<file path="src/sv/fsge_pkg.sv">
// Shared types, constants and level helpers for the four-state gate evaluator.
// No dependencies; every other file imports this package.
package fsge_pkg;

  localparam int unsigned SLOTS      = 16;
  localparam int unsigned SLOT_W     = $clog2(SLOTS);
  localparam int unsigned LEVELS_W   = 2 * SLOTS;
  localparam int unsigned MAX_INPUTS = 16;
  localparam int unsigned EFF_INPUTS = (MAX_INPUTS < SLOTS) ? MAX_INPUTS : SLOTS;
  localparam int unsigned ACTION_W   = 4;
  localparam int unsigned CNT_W      = 5;
  localparam int unsigned OUT_SLOTS  = 4;
  localparam int unsigned OUT_W      = 2 * OUT_SLOTS;
  localparam int unsigned OCNT_W     = 3;

  typedef enum logic [1:0] {
    LV_L = 2'd0,
    LV_H = 2'd1,
    LV_X = 2'd2,
    LV_Z = 2'd3
  } level_e;

  typedef enum logic [ACTION_W-1:0] {
    GT_AND   = 4'd0,
    GT_OR    = 4'd1,
    GT_XOR   = 4'd2,
    GT_NAND  = 4'd3,
    GT_NOR   = 4'd4,
    GT_NOT   = 4'd5,
    GT_BUF   = 4'd6,
    GT_TBUF  = 4'd7,
    GT_OC    = 4'd8,
    GT_MUX2  = 4'd9,
    GT_MUX4  = 4'd10,
    GT_DMUX2 = 4'd11,
    GT_DMUX4 = 4'd12
  } gate_e;

  typedef logic [LEVELS_W-1:0] levels_t;
  typedef logic [SLOTS-1:0]    slot_mask_t;

  // Decode stage word: raw levels plus per-slot class flags of counted inputs
  typedef struct packed {
    gate_e      act;
    logic       alow;
    levels_t    lv;
    slot_mask_t is_l;
    slot_mask_t is_h;
    slot_mask_t is_x;
  } dec_t;

  // Reduce stage word: reduction flags plus result of the non-reducing gates
  typedef struct packed {
    gate_e              act;
    logic               any_l;
    logic               any_h;
    logic               any_x;
    logic               parity;
    logic [OUT_W-1:0]   res;
    logic [OCNT_W-1:0]  nout;
  } red_t;

  typedef struct packed {
    logic [OUT_W-1:0]  levels;
    logic [OCNT_W-1:0] count;
  } res_t;

  function automatic level_e lv_at(levels_t lv, logic [SLOT_W-1:0] k);
    return level_e'(lv[{k, 1'b0} +: 2]);
  endfunction

  // Z on a logic input counts as X
  function automatic level_e lv_bin(level_e a);
    return (a == LV_Z) ? LV_X : a;
  endfunction

  function automatic level_e lv_not(level_e a);
    level_e r;
    r = LV_X;
    if (a == LV_L) r = LV_H;
    else if (a == LV_H) r = LV_L;
    return r;
  endfunction

endpackage

</file>
<file path="src/sv/fsge_if.sv">
// Valid/ready channel interfaces for the gate evaluator's request and result words.
// Depends on fsge_pkg for field widths.
interface fsge_in_if import fsge_pkg::*; ();
  logic                valid;
  logic                ready;
  logic [ACTION_W-1:0] action;
  logic [CNT_W-1:0]    input_count;
  logic [LEVELS_W-1:0] input_levels;
  logic                enable_active_low;

  modport source (output valid, action, input_count, input_levels, enable_active_low,
                  input ready);
  modport sink   (input valid, action, input_count, input_levels, enable_active_low,
                  output ready);
endinterface

interface fsge_out_if import fsge_pkg::*; ();
  logic              valid;
  logic              ready;
  logic [OUT_W-1:0]  output_levels;
  logic [OCNT_W-1:0] output_count;

  modport source (output valid, output_levels, output_count, input ready);
  modport sink   (input valid, output_levels, output_count, output ready);
endinterface

</file>
<file path="src/sv/fsge_decode.sv">
// Stage 1: clamp the input count and classify each counted input slot.
// Depends on fsge_pkg.
module fsge_decode import fsge_pkg::*; (
  input  logic             clk_i,
  input  logic             rst_ni,
  input  logic             valid_i,
  output logic             ready_o,
  input  gate_e            act_i,
  input  logic [CNT_W-1:0] cnt_i,
  input  levels_t          lv_i,
  input  logic             alow_i,
  output logic             valid_o,
  input  logic             ready_i,
  output dec_t             data_o
);

  logic             valid_q;
  dec_t             data_d, data_q;
  logic [CNT_W-1:0] n;

  always_comb begin
    level_e lvl;
    lvl = LV_X;
    n = (cnt_i > CNT_W'(EFF_INPUTS)) ? CNT_W'(EFF_INPUTS) : cnt_i;
    data_d.act  = act_i;
    data_d.alow = alow_i;
    data_d.lv   = lv_i;
    for (int k = 0; k < SLOTS; k++) begin
      lvl = lv_bin(lv_at(lv_i, SLOT_W'(k)));
      data_d.is_l[k] = (CNT_W'(k) < n) && (lvl == LV_L);
      data_d.is_h[k] = (CNT_W'(k) < n) && (lvl == LV_H);
      data_d.is_x[k] = (CNT_W'(k) < n) && (lvl == LV_X);
    end
  end

  assign ready_o = !valid_q || ready_i;

  always_ff @(posedge clk_i or negedge rst_ni) begin
    if (!rst_ni) begin
      valid_q <= 1'b0;
    end else if (ready_o) begin
      valid_q <= valid_i;
    end
  end

  always_ff @(posedge clk_i) begin
    if (ready_o && valid_i) begin
      data_q <= data_d;
    end
  end

  assign valid_o = valid_q;
  assign data_o  = data_q;

endmodule

</file>
<file path="src/sv/fsge_reduce.sv">
// Stage 2: reduce slot flags; evaluate TBUF, OC, NOT, BUF, mux and demux gates.
// Depends on fsge_pkg.
module fsge_reduce import fsge_pkg::*; (
  input  logic clk_i,
  input  logic rst_ni,
  input  logic valid_i,
  output logic ready_o,
  input  dec_t data_i,
  output logic valid_o,
  input  logic ready_i,
  output red_t data_o
);

  logic   valid_q;
  red_t   data_d, data_q;
  level_e res [OUT_SLOTS];

  always_comb begin
    logic                 dem, four, first;
    logic [1:0]           cc;
    logic [OUT_SLOTS-1:0] allow;
    level_e               s0, s1, en, cand, mv;
    level_e               dv [OUT_SLOTS];
    dem   = (data_i.act == GT_DMUX2) || (data_i.act == GT_DMUX4);
    four  = (data_i.act == GT_MUX4) || (data_i.act == GT_DMUX4);
    s0    = lv_bin(lv_at(data_i.lv, dem ? SLOT_W'(1) : (four ? SLOT_W'(4) : SLOT_W'(2))));
    s1    = lv_bin(lv_at(data_i.lv, dem ? SLOT_W'(2) : SLOT_W'(5)));
    en    = lv_bin(lv_at(data_i.lv, SLOT_W'(1)));
    cand  = LV_X;
    cc    = 2'd0;
    first = 1'b1;
    mv    = LV_X;

    // Candidates that the select allows; an X select bit allows both halves
    for (int c = 0; c < OUT_SLOTS; c++) begin
      cc = 2'(c);
      allow[c] = (c < 2 || four)
              && (s0 == LV_X || s0 == level_e'({1'b0, cc[0]}))
              && (!four || s1 == LV_X || s1 == level_e'({1'b0, cc[1]}));
    end

    // Mux: merge allowed data inputs, disagreement gives X
    for (int c = 0; c < OUT_SLOTS; c++) begin
      if (allow[c]) begin
        cand  = lv_bin(lv_at(data_i.lv, SLOT_W'(c)));
        mv    = (first || mv == cand) ? cand : LV_X;
        first = 1'b0;
      end
    end

    // Demux: each output merges data (when it is the candidate) or L
    for (int p = 0; p < OUT_SLOTS; p++) begin
      first = 1'b1;
      dv[p] = LV_X;
      for (int c = 0; c < OUT_SLOTS; c++) begin
        if (allow[c]) begin
          cand  = (p == c) ? lv_bin(lv_at(data_i.lv, SLOT_W'(0))) : LV_L;
          dv[p] = (first || dv[p] == cand) ? cand : LV_X;
          first = 1'b0;
        end
      end
    end

    for (int p = 0; p < OUT_SLOTS; p++) begin
      res[p] = LV_X;
    end
    data_d.nout = OCNT_W'(1);
    if (data_i.alow) en = lv_not(en);

    unique case (data_i.act) inside
      GT_TBUF: res[0] = (en == LV_H) ? lv_at(data_i.lv, SLOT_W'(0)) : LV_Z;
      GT_OC:   res[0] = (lv_at(data_i.lv, SLOT_W'(0)) == LV_H) ? LV_L : LV_Z;
      GT_NOT:  res[0] = lv_not(lv_bin(lv_at(data_i.lv, SLOT_W'(0))));
      GT_BUF:  res[0] = lv_bin(lv_at(data_i.lv, SLOT_W'(0)));
      GT_MUX2, GT_MUX4: res[0] = mv;
      GT_DMUX2, GT_DMUX4: begin
        for (int p = 0; p < OUT_SLOTS; p++) begin
          res[p] = dv[p];
        end
        data_d.nout = four ? OCNT_W'(4) : OCNT_W'(2);
      end
      default: res[0] = LV_X;
    endcase

    data_d.act    = data_i.act;
    data_d.any_l  = |data_i.is_l;
    data_d.any_h  = |data_i.is_h;
    data_d.any_x  = |data_i.is_x;
    data_d.parity = ^data_i.is_h;
    for (int p = 0; p < OUT_SLOTS; p++) begin
      data_d.res[2*p +: 2] = res[p];
    end
  end

  assign ready_o = !valid_q || ready_i;

  always_ff @(posedge clk_i or negedge rst_ni) begin
    if (!rst_ni) begin
      valid_q <= 1'b0;
    end else if (ready_o) begin
      valid_q <= valid_i;
    end
  end

  always_ff @(posedge clk_i) begin
    if (ready_o && valid_i) begin
      data_q <= data_d;
    end
  end

  assign valid_o = valid_q;
  assign data_o  = data_q;

endmodule

</file>
<file path="src/sv/fsge_pack.sv">
// Stage 3: resolve the multi-input gates, pack the outputs and hold the result word.
// Depends on fsge_pkg.
module fsge_pack import fsge_pkg::*; (
  input  logic clk_i,
  input  logic rst_ni,
  input  logic valid_i,
  output logic ready_o,
  input  red_t data_i,
  output logic valid_o,
  input  logic ready_i,
  output res_t data_o
);

  logic             valid_q;
  res_t             data_d, data_q;
  level_e           r;
  logic [OUT_W-1:0] keep;

  always_comb begin
    unique case (data_i.act) inside
      GT_AND, GT_NAND: r = data_i.any_l ? LV_L : (data_i.any_x ? LV_X : LV_H);
      GT_OR, GT_NOR:   r = data_i.any_h ? LV_H : (data_i.any_x ? LV_X : LV_L);
      GT_XOR:          r = data_i.any_x ? LV_X : (data_i.parity ? LV_H : LV_L);
      default:         r = level_e'(data_i.res[1:0]);
    endcase
    if (data_i.act == GT_NAND || data_i.act == GT_NOR) r = lv_not(r);

    // Zero the slots above the output count
    keep = (data_i.nout == OCNT_W'(4)) ? {OUT_W{1'b1}}
         : (data_i.nout == OCNT_W'(2)) ? OUT_W'(8'h0F) : OUT_W'(8'h03);
    data_d.levels = {data_i.res[OUT_W-1:2], r} & keep;
    data_d.count  = data_i.nout;
  end

  assign ready_o = !valid_q || ready_i;

  always_ff @(posedge clk_i or negedge rst_ni) begin
    if (!rst_ni) begin
      valid_q <= 1'b0;
    end else if (ready_o) begin
      valid_q <= valid_i;
    end
  end

  always_ff @(posedge clk_i) begin
    if (ready_o && valid_i) begin
      data_q <= data_d;
    end
  end

  assign valid_o = valid_q;
  assign data_o  = data_q;

endmodule

</file>
<file path="src/sv/four_state_gate_evaluator.sv">
// Top level of the four-state gate evaluator: three-stage valid/ready pipeline.
// Depends on fsge_pkg, fsge_if, fsge_decode, fsge_reduce and fsge_pack.
//
//   channel | dir | word fields
//   --------+-----+------------------------------------------------------------
//   in_i    | in  | action, input_count, input_levels, enable_active_low
//   out_o   | out | output_levels, output_count
//
// One word per cycle is accepted and one result per cycle is delivered while out_o.ready
// stays high. Each word passes through the decode, reduce and pack registers in that
// order, and out_o.valid rises once the pack register holds its result. Each stage
// holds its word while the next one is full, so in_i.ready drops only when all three
// stages hold words and out_o.ready is low.
// Reset clears the stage valid bits only; the payload registers need no reset.
module four_state_gate_evaluator import fsge_pkg::*; (
  input  logic clk_i,
  input  logic rst_ni,
  fsge_in_if.sink    in_i,
  fsge_out_if.source out_o
);

  // Stage handshakes: valid flows down, ready flows back up
  logic s1_valid, s1_ready;
  logic s2_valid, s2_ready;
  logic s3_valid;
  dec_t s1_data;
  red_t s2_data;
  res_t s3_data;

  // Decode: clamp the count, mark each counted slot as L, H or X
  fsge_decode u_decode (
    .clk_i   (clk_i),
    .rst_ni  (rst_ni),
    .valid_i (in_i.valid),
    .ready_o (in_i.ready),
    .act_i   (gate_e'(in_i.action)),
    .cnt_i   (in_i.input_count),
    .lv_i    (in_i.input_levels),
    .alow_i  (in_i.enable_active_low),
    .valid_o (s1_valid),
    .ready_i (s1_ready),
    .data_o  (s1_data)
  );

  // Reduce: OR/XOR trees over the flags, plus tristate, open collector,
  // inverter, buffer, mux and demux results
  fsge_reduce u_reduce (
    .clk_i   (clk_i),
    .rst_ni  (rst_ni),
    .valid_i (s1_valid),
    .ready_o (s1_ready),
    .data_i  (s1_data),
    .valid_o (s2_valid),
    .ready_i (s2_ready),
    .data_o  (s2_data)
  );

  // Pack: pick the gate result, invert for NAND/NOR, mask unused slots.
  // Its register is the output register.
  fsge_pack u_pack (
    .clk_i   (clk_i),
    .rst_ni  (rst_ni),
    .valid_i (s2_valid),
    .ready_o (s2_ready),
    .data_i  (s2_data),
    .valid_o (s3_valid),
    .ready_i (out_o.ready),
    .data_o  (s3_data)
  );

  assign out_o.valid         = s3_valid;
  assign out_o.output_levels = s3_data.levels;
  assign out_o.output_count  = s3_data.count;

  // Backpressure reaches the input only with every stage full and the output stalled
  a_full_on_stall: assert property (@(posedge clk_i) disable iff (!rst_ni)
    !in_i.ready |-> (s1_valid && s2_valid && s3_valid && !out_o.ready))
    else $error("input stalled while a pipeline stage is empty");

  // A stalled reduce word must hold until the pack stage takes it
  a_s2_hold: assert property (@(posedge clk_i) disable iff (!rst_ni)
    (s2_valid && !s2_ready) |=> (s2_valid && $stable(s2_data)))
    else $error("reduce stage word changed while stalled");

  // Output count is one, two or four
  a_count_legal: assert property (@(posedge clk_i) disable iff (!rst_ni)
    s3_valid |-> (s3_data.count == OCNT_W'(1) || s3_data.count == OCNT_W'(2)
               || s3_data.count == OCNT_W'(4)))
    else $error("illegal output count");

  // Slots above the count read as zero
  a_unused_zero: assert property (@(posedge clk_i) disable iff (!rst_ni)
    (s3_valid && s3_data.count != OCNT_W'(4)) |->
      (s3_data.levels[OUT_W-1:4] == '0
       && (s3_data.count == OCNT_W'(2) || s3_data.levels[3:2] == 2'b00)))
    else $error("unused output slot not zero");

endmodule
</file>
<file path="src/flat_wrapper.sv">
// flat-port wrapper written by rule: the top's interface ports become plain ports
module four_state_gate_evaluator_flat import fsge_pkg::*;
  (clk_i, rst_ni, in_i_valid, in_i_action, in_i_input_count, in_i_input_levels, in_i_enable_active_low, in_i_ready, out_o_valid, out_o_output_levels, out_o_output_count, out_o_ready);
  fsge_in_if in_i_i ();
  fsge_out_if out_o_i ();
  input  logic clk_i;
  input  logic rst_ni;
  input wire logic [$bits(in_i_i.valid)-1:0] in_i_valid;
  input wire logic [$bits(in_i_i.action)-1:0] in_i_action;
  input wire logic [$bits(in_i_i.input_count)-1:0] in_i_input_count;
  input wire logic [$bits(in_i_i.input_levels)-1:0] in_i_input_levels;
  input wire logic [$bits(in_i_i.enable_active_low)-1:0] in_i_enable_active_low;
  output wire logic [$bits(in_i_i.ready)-1:0] in_i_ready;
  output wire logic [$bits(out_o_i.valid)-1:0] out_o_valid;
  output wire logic [$bits(out_o_i.output_levels)-1:0] out_o_output_levels;
  output wire logic [$bits(out_o_i.output_count)-1:0] out_o_output_count;
  input wire logic [$bits(out_o_i.ready)-1:0] out_o_ready;
  assign in_i_i.valid = in_i_valid;
  assign in_i_i.action = in_i_action;
  assign in_i_i.input_count = in_i_input_count;
  assign in_i_i.input_levels = in_i_input_levels;
  assign in_i_i.enable_active_low = in_i_enable_active_low;
  assign in_i_ready = in_i_i.ready;
  assign out_o_valid = out_o_i.valid;
  assign out_o_output_levels = out_o_i.output_levels;
  assign out_o_output_count = out_o_i.output_count;
  assign out_o_i.ready = out_o_ready;
  four_state_gate_evaluator u_core (.clk_i(clk_i), .rst_ni(rst_ni), .in_i(in_i_i), .out_o(out_o_i));
endmodule
</file>
<file path="config.mk">
export PLATFORM = sky130hd
export DESIGN_NAME = four_state_gate_evaluator_flat
export DESIGN_NICKNAME = d
export VERILOG_FILES = /design/src/sv/fsge_pkg.sv /design/src/sv/fsge_if.sv /design/src/sv/fsge_decode.sv /design/src/sv/fsge_reduce.sv /design/src/sv/fsge_pack.sv /design/src/sv/four_state_gate_evaluator.sv /design/src/flat_wrapper.sv
export SDC_FILE = /design/constraint.sdc
export NUM_CORES = 1
export LEC_CHECK = 0
export BUFFER_PORTS_ARGS = -buffer_cell sky130_fd_sc_hd__buf_2
export CAP_MARGIN = 15
export CORE_MARGIN = 2
export CORE_UTILIZATION = 45
export CTS_CLUSTER_SIZE = 24
export DETAILED_ROUTE_END_ITERATION = 12
export PLACE_DENSITY = 0.67
export SLEW_MARGIN = 20
export SYNTH_ARGS = -nofsm -noshare
export SYNTH_HDL_FRONTEND = slang
export SYNTH_SLANG_ARGS = --single-unit
</file>
<file path="constraint.sdc">
create_clock -name clk_i -period 3.7 [get_ports clk_i]
set_input_delay 0.37 -clock clk_i [delete_from_list [all_inputs] [get_ports clk_i]]
set_output_delay 0.37 -clock clk_i [all_outputs]
set_load 0.1 [all_outputs]
</file>
==> results.sh <==
export IMPL_outcome="finished, final reports clean"
export IMPL_layout_common_cells="edfxtp_1, buf_2, inv_1"
export IMPL_ys_flop_type="edfxtp_1"
export IMPL_fin_util_pct=52.92
export IMPL_layout_commonest_cell="edfxtp_1"
export IMPL_detail_route_vias_per_cell=5.407
export IMPL_cp_slowest_stage_delay_ns=0.59
export IMPL_startpoint_type="flop"
export IMPL_place_gp_congestion=0.8817
export IMPL_row_count=37
export IMPL_portBuffers=58
export IMPL_path_class="reg -> reg"
export IMPL_synthTopCellsByArea="edfxtp_1, nor2b_1, ha_1"
export IMPL_path_common_cell="nor2_1"
export IMPL_cp_end_kind="flop"
export IMPL_multi_input_area_sq_um=1734
export IMPL_die_w_um=107.4
export IMPL_antenna_found_initial=0
export IMPL_required_ns=3.79
export IMPL_grt_pass1_wl_um=15660
export IMPL_worst_slew_pin_transition_ns=0.8395
export IMPL_grt_remaining_overflow=0
export IMPL_drive_above_1_share_pct=19.18
export IMPL_finalNonFillerCells=600
export IMPL_slew_violations=0
export IMPL_rsz0062_at_grt="false"
export IMPL_numCtsBuffers=9
export IMPL_synth_top_cell_by_area="edfxtp_1"
export IMPL_synth_top_cell_area_share_pct=59.33
export IMPL_synth_area_sq_um=4808
export IMPL_ys_ff_latch=98
export IMPL_cap_violations=0
export IMPL_cts_max_level=3
export IMPL_dr_total_vias=3244
export IMPL_syn_nets=449
export IMPL_critPathMaxFanout=15
export IMPL_area_growth_pct=14.13
export IMPL_clk_latency_ns=0.35
export IMPL_syn_instance_count=394
export IMPL_final_fill_count=927
export IMPL_cellLeakagePower_nw=1.994
export IMPL_seq_area_frac_synth_pct=60.89
export IMPL_vdd_drop_max_mv=0.2252
export IMPL_place_inst=583
export IMPL_avgSynthCellArea_sq_um=12.20
export IMPL_path_cells="and4b_4 > a221oi_2 > nand2_1 > nor2_1 > nor2_1 > ha_1 > nand3_1 > o31ai_4 > a21oi_1 > nor2_1 > o311ai_1 > o211ai_1"
export IMPL_root_buffer="clkbuf_8"
export IMPL_finalHoldViolCount=0
export IMPL_seqCellArea_sq_um=2928
export IMPL_relSlewSlack_pct=44.03
export IMPL_numClockSinks=98
export IMPL_synth_edf_count=95
export IMPL_start_util_pct=46.37
export IMPL_final_nets=514
export IMPL_antenna_left=0
export IMPL_routedWlPerCell_um=15.73
export IMPL_route_detailed_drc=0
export IMPL_cp_arrival_ns=3.35
export IMPL_hold_class="in -> reg"
export IMPL_diodes=0
export IMPL_power_per_cell_area_nw_per_um2=463.3
export IMPL_yosys_warnings=0
export IMPL_cts_tree="built"
export IMPL_ys_types=58
export IMPL_hpwl_um=7250
export IMPL_slowest_stage="edfxtp_1"
export IMPL_wl_um=9439
export IMPL_clk_pin_slew_ns=0.09
export IMPL_clockBufferDepth=2
export IMPL_grt_total_usage_pct=17.75
export IMPL_die_area_sq_um=11530
export IMPL_min_period_ns=3.256
export IMPL_first_global_vias=3153
export IMPL_dieHeight_um=107.4
export IMPL_drt_iter0_drc=278
export IMPL_fin_setup_tns_ns=0
export IMPL_cts_setup_buffers=0
export IMPL_post_cts_resized=0
export IMPL_dr_pass1_iters=4
export IMPL_finalCritPeriodShare_pct=87.99
export IMPL_setup_viol=0
export IMPL_synthArstFlopShare_pct=3.061
export IMPL_skew_ns=0.009133
export IMPL_max_clock_freq_mhz=307.2
export IMPL_grt_max_degree=35
export IMPL_core_sq_um=10370
export IMPL_boundaryPins=59
==> Yosys cell counts (2+ instances only) <==
cell type and n:
nand2b_1 12, dfrtp_1 3, and2_1 15, nor2_1 23
nand4bb_1 2, nor3b_1 15, and3_1 2, nor3_1 18
o21ai_0 14, a32o_1 2, nand3b_1 2, o22ai_1 3
mux2i_1 2, a211oi_1 4, nand3_1 4, nand2_1 21
o21a_1 2, a311oi_1 2, buf_2 4, or2_2 4
ha_1 9, a221oi_1 2, inv_1 25, o311ai_0 2
edfxtp_1 95, a21oi_1 13, o211ai_1 5, xor2_1 2
nor4_1 12, o31ai_1 2, nor4bb_1 2, nor2b_1 19
a21boi_0 5, a31oi_1 4, a2111o_1 3, nand4_1 5
clkbuf_1 6, xnor2_1 9
==> sequential cells by signal, summed over array words and instances (netlist names) <==
| name | flops |
|---|---|
| u_core.u_reduce.data_o | 19 |
| u_core.u_decode.valid_o | 1 |
| u_core.u_pack.valid_o | 1 |
| u_core.u_pack.data_o | 11 |
| u_core.u_decode.data_o | 65 |
| u_core.u_reduce.valid_o | 1 |
==> cell type report <==
cell class	count	share of cell area, %
Clock buffer	10	2.326
Clock inverter	6	1.619
Inverter	25	1.710
Multi-Input combinational cell	260	31.60
Sequential cell	98	53.35
Tap cell	136	3.101
Timing Repair Buffer	65	6.293
==> per-layer routing <==
metal	vias to the layer above	wire (um)	track usage, %
met5	-	0	0
met1	1521	4542	24.59
li1	1624	-	-
met2	92	4297	27.80
met3	7	524	4.056
met4	0	75	5.861
==> repair_timing <==
item | in CTS | in global routing
setup endpoints to repair | 0 | 0
hold buffers | 1 | 0
hold endpoints to repair | 3 | 0
==> where the power goes <==
part / internal [mW] / total [mW] / leakage [nW] / switching, mW
Clock: 0.383 / 0.739 / 0.105 / 0.357
Sequential: 1.33 / 1.38 / 0.952 / 0.0473
Combinational: 0.142 / 0.428 / 0.937 / 0.286
==> cell families after synthesis <==
family          Yosys count  share of synthesized area, %
flops                    98                         60.89
xor+xnor                 11                         2.004
buf+inv                  36                         3.070
fa+ha+maj                 9                         2.342
mux                       2                        0.4164
compound gates           74                         11.55
simple gates            164                         19.72
==> critical path: cells and delay by family, from the launching register on <==
family | cells | cell delay [ns]
fa+ha+maj | 1 | 0.23
flops | 1 | 0.59
simple gates | 6 | 1.08
compound gates | 5 | 1.10
==> worst paths after layout <==
path | startpoint | endpoint | slack [ns] | cells after the start
setup / recovery | u_core.u_decode.data_o[82] | u_core.u_reduce.data_o[3] | 0.44 | 12
hold / removal | in_i_action[1] | u_core.u_decode.data_o[82] | 0.19 | 1
setup reg to reg | u_core.u_decode.data_o[82] | u_core.u_reduce.data_o[3] | 0.44 | 12
hold reg to reg | u_core.u_reduce.data_o[0] | u_core.u_pack.data_o[0] | 0.48 | 0
max in group asynchronous | rst_ni | u_core.u_reduce.valid_o | 3.26 | 2
min in group asynchronous | rst_ni | u_core.u_pack.valid_o | 0.32 | 2
==> per-stage QoR <==
stage	setup slack (ns)	area [sq um]	power [mW]	hold slack, ns
final	0.4445	5488	2.543	0.1861
after CTS	0.4619	5488	2.568	0.1627
after global placement	0.5889	5261	1.820	0.1680
after detailed placement	0.4882	5261	1.830	0.1698
after floorplan	0.4192	4810	1.711	0.07441
after global routing	0.1476	5488	2.665	0.1569
(Power assumes the default switching activity.)
